$ cat src/rtl/itbs_pkg.sv
// Package of the ICMP token bucket screen: item types, cell control types,
// reason codes, sequencer states and fixed widths. Depends on nothing.
package itbs_pkg;

   localparam int ADDR_W = 32;
   localparam int TTL_W = 8;
   localparam int PROTO_W = 8;
   localparam int TIME_W = 64;
   localparam int RATE_W = 20;
   localparam int TOKEN_W = 32;
   localparam int REASON_W = 2;
   localparam int ELAPSED_W = 30;
   localparam int PRODUCT_W = ELAPSED_W + RATE_W;
   localparam int CSR_AW = 2;
   localparam int CSR_DW = 32;

   localparam int DEFAULT_ENTRIES = 64;
   localparam logic [RATE_W-1:0] RESET_RATE = RATE_W'(100);
   localparam logic [TIME_W-1:0] NS_PER_SECOND = TIME_W'(64'd1000000000);
   localparam logic [ADDR_W-1:0] ADDR_ALL_ONES = '1;
   localparam logic [PROTO_W-1:0] PROTO_ICMP = PROTO_W'(1);
   localparam logic [CSR_AW-1:0] REG_ICMP_RATE = '0;

   localparam logic [REASON_W-1:0] REASON_NONE = 2'd0;
   localparam logic [REASON_W-1:0] REASON_ZERO_ADDR = 2'd1;
   localparam logic [REASON_W-1:0] REASON_ZERO_TTL = 2'd2;
   localparam logic [REASON_W-1:0] REASON_ICMP_RATE = 2'd3;

   typedef struct packed {
      logic [ADDR_W-1:0]  source_address;
      logic [ADDR_W-1:0]  dest_address;
      logic [TTL_W-1:0]   time_to_live;
      logic [PROTO_W-1:0] protocol_number;
      logic [TIME_W-1:0]  now_ns;
   } req_type;

   typedef struct packed {
      logic                verdict;
      logic [REASON_W-1:0] drop_reason;
   } rsp_type;

   typedef struct packed {
      logic               match_en;
      logic               upd_en;
      logic               insert;
      logic               wr_en;
      logic [ADDR_W-1:0]  key;
      logic [TOKEN_W-1:0] tokens;
      logic [TIME_W-1:0]  stamp;
   } cell_ctl_type;

   typedef struct packed {
      logic               hit;
      logic [TOKEN_W-1:0] tokens;
      logic [TIME_W-1:0]  stamp;
   } cell_out_type;

   typedef enum logic [2:0] {
      ST_IDLE,
      ST_LOOKUP,
      ST_ELAPSED,
      ST_MULT,
      ST_DIVIDE,
      ST_UPDATE,
      ST_DONE
   } itbs_state_type;

endpackage

$ cat src/rtl/itbs_cell.sv
// One bucket cell: key, token count, time stamp, validity and LRU rank.
// Depends on itbs_pkg.
module itbs_cell import itbs_pkg::*; #(
   parameter int RW = 6,
   parameter int INDEX = 0
) (
   input  logic              clock,
   input  logic              reset,
   input  cell_ctl_type      ctl,
   input  logic [RW-1:0]     sel_rank,
   output cell_out_type      cell_out,
   output logic [RW-1:0]     rank_out
);

   logic               valid_ff;
   logic               hit_ff;
   logic [RW-1:0]      rank_ff;
   logic [ADDR_W-1:0]  src_ff;
   logic [TOKEN_W-1:0] tokens_ff;
   logic [TIME_W-1:0]  stamp_ff;
   logic               chosen;

   assign chosen = ctl.insert ? (rank_ff == sel_rank) : hit_ff;

   always_ff @(posedge clock) begin
      if (reset) begin
         valid_ff <= 1'b0;
         hit_ff <= 1'b0;
         rank_ff <= RW'(INDEX);
      end else begin
         if (ctl.match_en) begin
            hit_ff <= valid_ff && (src_ff == ctl.key);
         end
         if (ctl.upd_en) begin
            if (chosen) begin
               rank_ff <= '0;
            end else if (rank_ff < sel_rank) begin
               rank_ff <= rank_ff + RW'(1);
            end
            if (chosen && ctl.insert) begin
               valid_ff <= 1'b1;
            end
         end
      end
   end

   always_ff @(posedge clock) begin
      if (ctl.upd_en && chosen && (ctl.insert || ctl.wr_en)) begin
         src_ff <= ctl.key;
         tokens_ff <= ctl.tokens;
         stamp_ff <= ctl.stamp;
      end
   end

   assign cell_out.hit = hit_ff;
   assign cell_out.tokens = hit_ff ? tokens_ff : '0;
   assign cell_out.stamp = hit_ff ? stamp_ff : '0;
   assign rank_out = hit_ff ? rank_ff : '0;

endmodule

$ cat config.mk
export PLATFORM = sky130hd
export DESIGN_NAME = itbs_cell
export DESIGN_NICKNAME = d
export VERILOG_FILES = /design/src/rtl/itbs_pkg.sv /design/src/rtl/itbs_cell.sv
export SDC_FILE = /design/constraint.sdc
export NUM_CORES = 1
export LEC_CHECK = 0
export BUFFER_PORTS_ARGS = -buffer_cell sky130_fd_sc_hd__buf_2
export CORE_MARGIN = 1.5
export CORE_UTILIZATION = 40
export CTS_BUF_LIST = sky130_fd_sc_hd__clkbuf_16
export CTS_CLUSTER_DIAMETER = 200
export DETAILED_ROUTE_END_ITERATION = 12
export GPL_ROUTABILITY_DRIVEN = 0
export GPL_TIMING_DRIVEN = 1
export PLACE_DENSITY = 0.75
export SYNTH_ARGS = -nofsm -noshare
export SYNTH_HDL_FRONTEND = slang
export SYNTH_SLANG_ARGS = --single-unit
$ cat constraint.sdc
create_clock -name clock -period 14.6 [get_ports clock]
set_input_delay 2.92 -clock clock [delete_from_list [all_inputs] [get_ports clock]]
set_output_delay 2.92 -clock clock [all_outputs]
set_load 0.005 [all_outputs]
==> results.md <==
- The run finished with clean final reports.
- The total DRC errors in the routed layout is 0.
- TritonCTS built the clock tree.
- The number of storage elements in the synthesis netlist is 136.
- In this run the static leakage power is 3.22 nW.
- The number of gates resized after cts is 0.
- The number of antenna violations at the first check in global routing is 0.
- Counting flops with an async set or reset pin after synthesis yields a share of 0%.
- The startpoint identified for the worst register-to-register timing path is hit_ff$_SDFFE_PP0P_.
- Measured along the y axis, the die boundary spans 120 µm.
- The later pin in the worst-skew pair is clocked with a latency of 410 ps.
- At the pin with the least slew margin, the transition time is 939 ps.
- The tool flagged a number of max-cap violations equal to 0.
- The sum of routed wire length over all layers is 11.5 mm.
- Counting flops with a built-in enable in the synthesized netlist gives 128.
- In the final timing run, aggregate negative setup slack is 0 ps.
- Setup repair after global routing left no endpoint under its margin.
- The via count of the first global-routing pass came to 3,640.
- The total of buffers placed on input and output ports is 242.
- The antenna violation net count after detailed routing is 0.
- The clock input transition at the sequential cells of the worst setup and hold paths is 50 ps.
- The detailed router placed 3,652 vias in this run.
- The worst vdd rail ir drop is 80.0 µV.
- In the routed layout, each cell is associated on average with a via count of 4.60.
- The total core area is 13,200 µm².
- The number of H-tree branching levels is 4.
- The time the final worst path needs with I/O delays and setup is 4880 ps.
- On the worst path, the slowest cell contributes a delay of 750 ps.
- The synthesized netlist occupies a cell area of 5440 µm².
- The worst slack at placement is 9410 ps.
- The maximum fanout count along the critical path is 52.
- Detailed placement ended at an HPWL of 8.54 mm.
- The area growth from synthesis to layout is 36.6%.
- The signal on the critical path passes through buf_4 > and2_1 > buf_2.
- The cell at the slowest stage of the critical path is sky130_fd_sc_hd__dfxtp_2.
- The type of the worst setup path is flop to primary output.
- The data arrival time of the critical path is 1960 ps.
- The most used flip-flop cell after synthesis is sky130_fd_sc_hd__edfxtp_1.
- The kind of cell adding the most delay to the critical path is flip-flops.
- STA classifies the critical path startpoint as a flop.
- The number of endpoints failing setup at the final stage is 0.
- The total overflow left after global routing is 0.
- The number of pins exceeding their max-slew limit in the final report is 0.
- Measured against its own limit, the worst slew margin works out to 37.4%.
- The number of detailed-routing iterations run before antenna repair is 4.
- The final critical-path share of the clock period is 33.4%.
- Of the cells placed in the final design, the portion with a size suffix greater than 1 is 45.0%.
- Global routing used 16.6% of the available tracks across all layers.
- The number of sinks driven by the clock tree is 136.
- The number of nets handed over by synthesis was 503.
- The count of warnings emitted by yosys is 0.
- The starting density of the core is 41.1%.
- In this run the horizontal extent of the chip is 120 µm.
- In this run the post-CTS setup repair buffer count came out at 0.
- The maximum achievable frequency is 205 MHz.
- The die covers 14,300 µm².
- STA classifies the critical path endpoint as a primary output.
- The tree is rooted in a sky130_fd_sc_hd__clkbuf_16.
- Synthesis instantiated 31 different standard cells from the library.
- The site row count is 42.
- Data on the critical path is required at its endpoint by 11,680 ps.
- The mean cell area of the mapped netlist is 15.3 µm².
- The start point of the worst min-delay path is valid_ff$_SDFFE_PP0P_.
- The final setup slack of the worst path is 9720 ps.
- The longest clock path from root to sink contains 2 buffers.
- Entering global routing, the biggest net connects 74 pins.
- The number of buffers and inverters on the critical path is 2.
- After clock tree synthesis, the flow added hold-fix buffers numbering 0.
- The first element of the critical path is hit_ff$_SDFFE_PP0P_.
- The count of antenna diodes in the layout is 0.
- Synthesis produced a netlist whose cell count is 356.
- The post-layout net count is 753.
- The areal power density over the cells is 120 nW/µm².
- The class of the most critical hold timing path is flop to flop.
- Summing the sequential cell areas from Yosys gives 73.6% of the chip area.
- The number of hold-slack violations in the final timing report came to 0.
- Hold is met by 476 ps.
- Between clock sinks in the finished design, the worst skew comes to 6.42 ps.
- The total clock buffers created by CTS is 17.
- The design draws 889 µW.
- The first-pass GRT wire length is 18.1 mm.
- The routed wire length per instance is 14.5 µm.
- Pin placement for this block handled 243 I/O pins.
- The initial detailed-routing violation count is 173.
sequential cells by signal, indices dropped and copies added (netlist names):
register / flops
hit_ff: 1
valid_ff: 1
tokens_ff: 32
rank_ff: 6
stamp_ff: 64
src_ff: 32
placed cells by master, fill, tap and decap left out, drive strengths merged:
cell type	Yosys	final
nor2b	2	2
a22oi	1	1
a31oi	6	6
xor2	1	1
o21ai	1	1
clkinvlp	0	1
and2	102	102
nand2	7	7
a32oi	1	1
nand4b	1	1
o31ai	1	1
o21bai	1	1
o2111a	1	1
o22ai	1	1
a21oi	5	5
nand4	8	8
ha	7	7
or2	1	1
buf	2	245
nor3	1	1
xnor2	31	31
nand3	7	7
clkinv	0	6
edfxtp	128	128
inv	9	12
nor2	6	6
dfxtp	8	8
bufinv	0	4
and3	3	3
clkbuf	12	17
nor4	2	2
cells in the mapped netlist, drive strengths merged (2+ instances only):
master / instances / area share [%]
nand2: 7 / 0.48
a31oi: 6 / 0.69
clkbuf: 12 / 0.83
buf: 2 / 0.34
ha: 7 / 1.6
xnor2: 31 / 5.0
inv: 9 / 0.62
nand4: 8 / 0.92
nand3: 7 / 0.64
nor2: 6 / 0.41
and2: 102 / 12
nor4: 2 / 0.23
edfxtp: 128 / 71
dfxtp: 8 / 2.9
a21oi: 5 / 0.46
and3: 3 / 0.34
nor2b: 2 / 0.23
per-stage QoR:
step	instances	cell area, µm²	utilization, %
after floorplan	356	5440	-
after global placement	763	6840	51.7
after detailed placement	763	6840	51.7
after CTS	794	7430	56.1
after global routing	794	7430	56.1
final	794	7430	56.1
power breakdown:
part / leakage (nW) / internal [mW] / switching (mW)
registers: 1.22 / 0.429 / 0.000892
logic: 1.70 / 0.0188 / 0.0141
clock network: 0.301 / 0.280 / 0.147
worst register-to-register path, stage by stage, from the launching register on:
cell and delay (ps):
sky130_fd_sc_hd__dfxtp_2 750, sky130_fd_sc_hd__inv_2 110, sky130_fd_sc_hd__o22ai_2 280, sky130_fd_sc_hd__a21oi_1 160, sky130_fd_sc_hd__nor2b_4 140, sky130_fd_sc_hd__buf_4 680
cells by family after synthesis:
logic type	count (synthesis)	share of synthesized area (%)
AOI/OAI and AO/OA	18	2.48
xor gates and xnor gates	32	5.15
DFF	136	73.6
buffers and inverters	23	1.79
and+or+nand+nor	140	15.4
adders and majority gates	7	1.61
per-layer routing:
layer / global-route usage, % / up-vias / routed length (µm)
li1: - / 1761 / -
met1: 19.0 / 1694 / 4430
met2: 26.9 / 174 / 5670
met3: 7.37 / 23 / 1130
met4: 7.14 / 0 / 264
met5: 0 / - / 0
area by class of cell:
class,instances,area (µm²)
clock buffers,17,425
clock inverters,14,166
fillers,1110,5810
inverters,9,33.8
multi-input cells,197,1350
flip-flops and latches,136,4010
well taps,176,220
repair buffers,245,1230
path summary, 6_finish.rpt:
check | endpoint | slack, ps | cells after the start
hold reg to reg | valid_ff$_SDFFE_PP0P_ | 480 | 2
setup / recovery | cell_out[27] | 9720 | 3
setup reg to reg | tokens_ff[25]$_DFFE_PP_ | 12010 | 5
hold / removal | valid_ff$_SDFFE_PP0P_ | 480 | 2
Note: power is estimated with default switching activity, not from simulation.
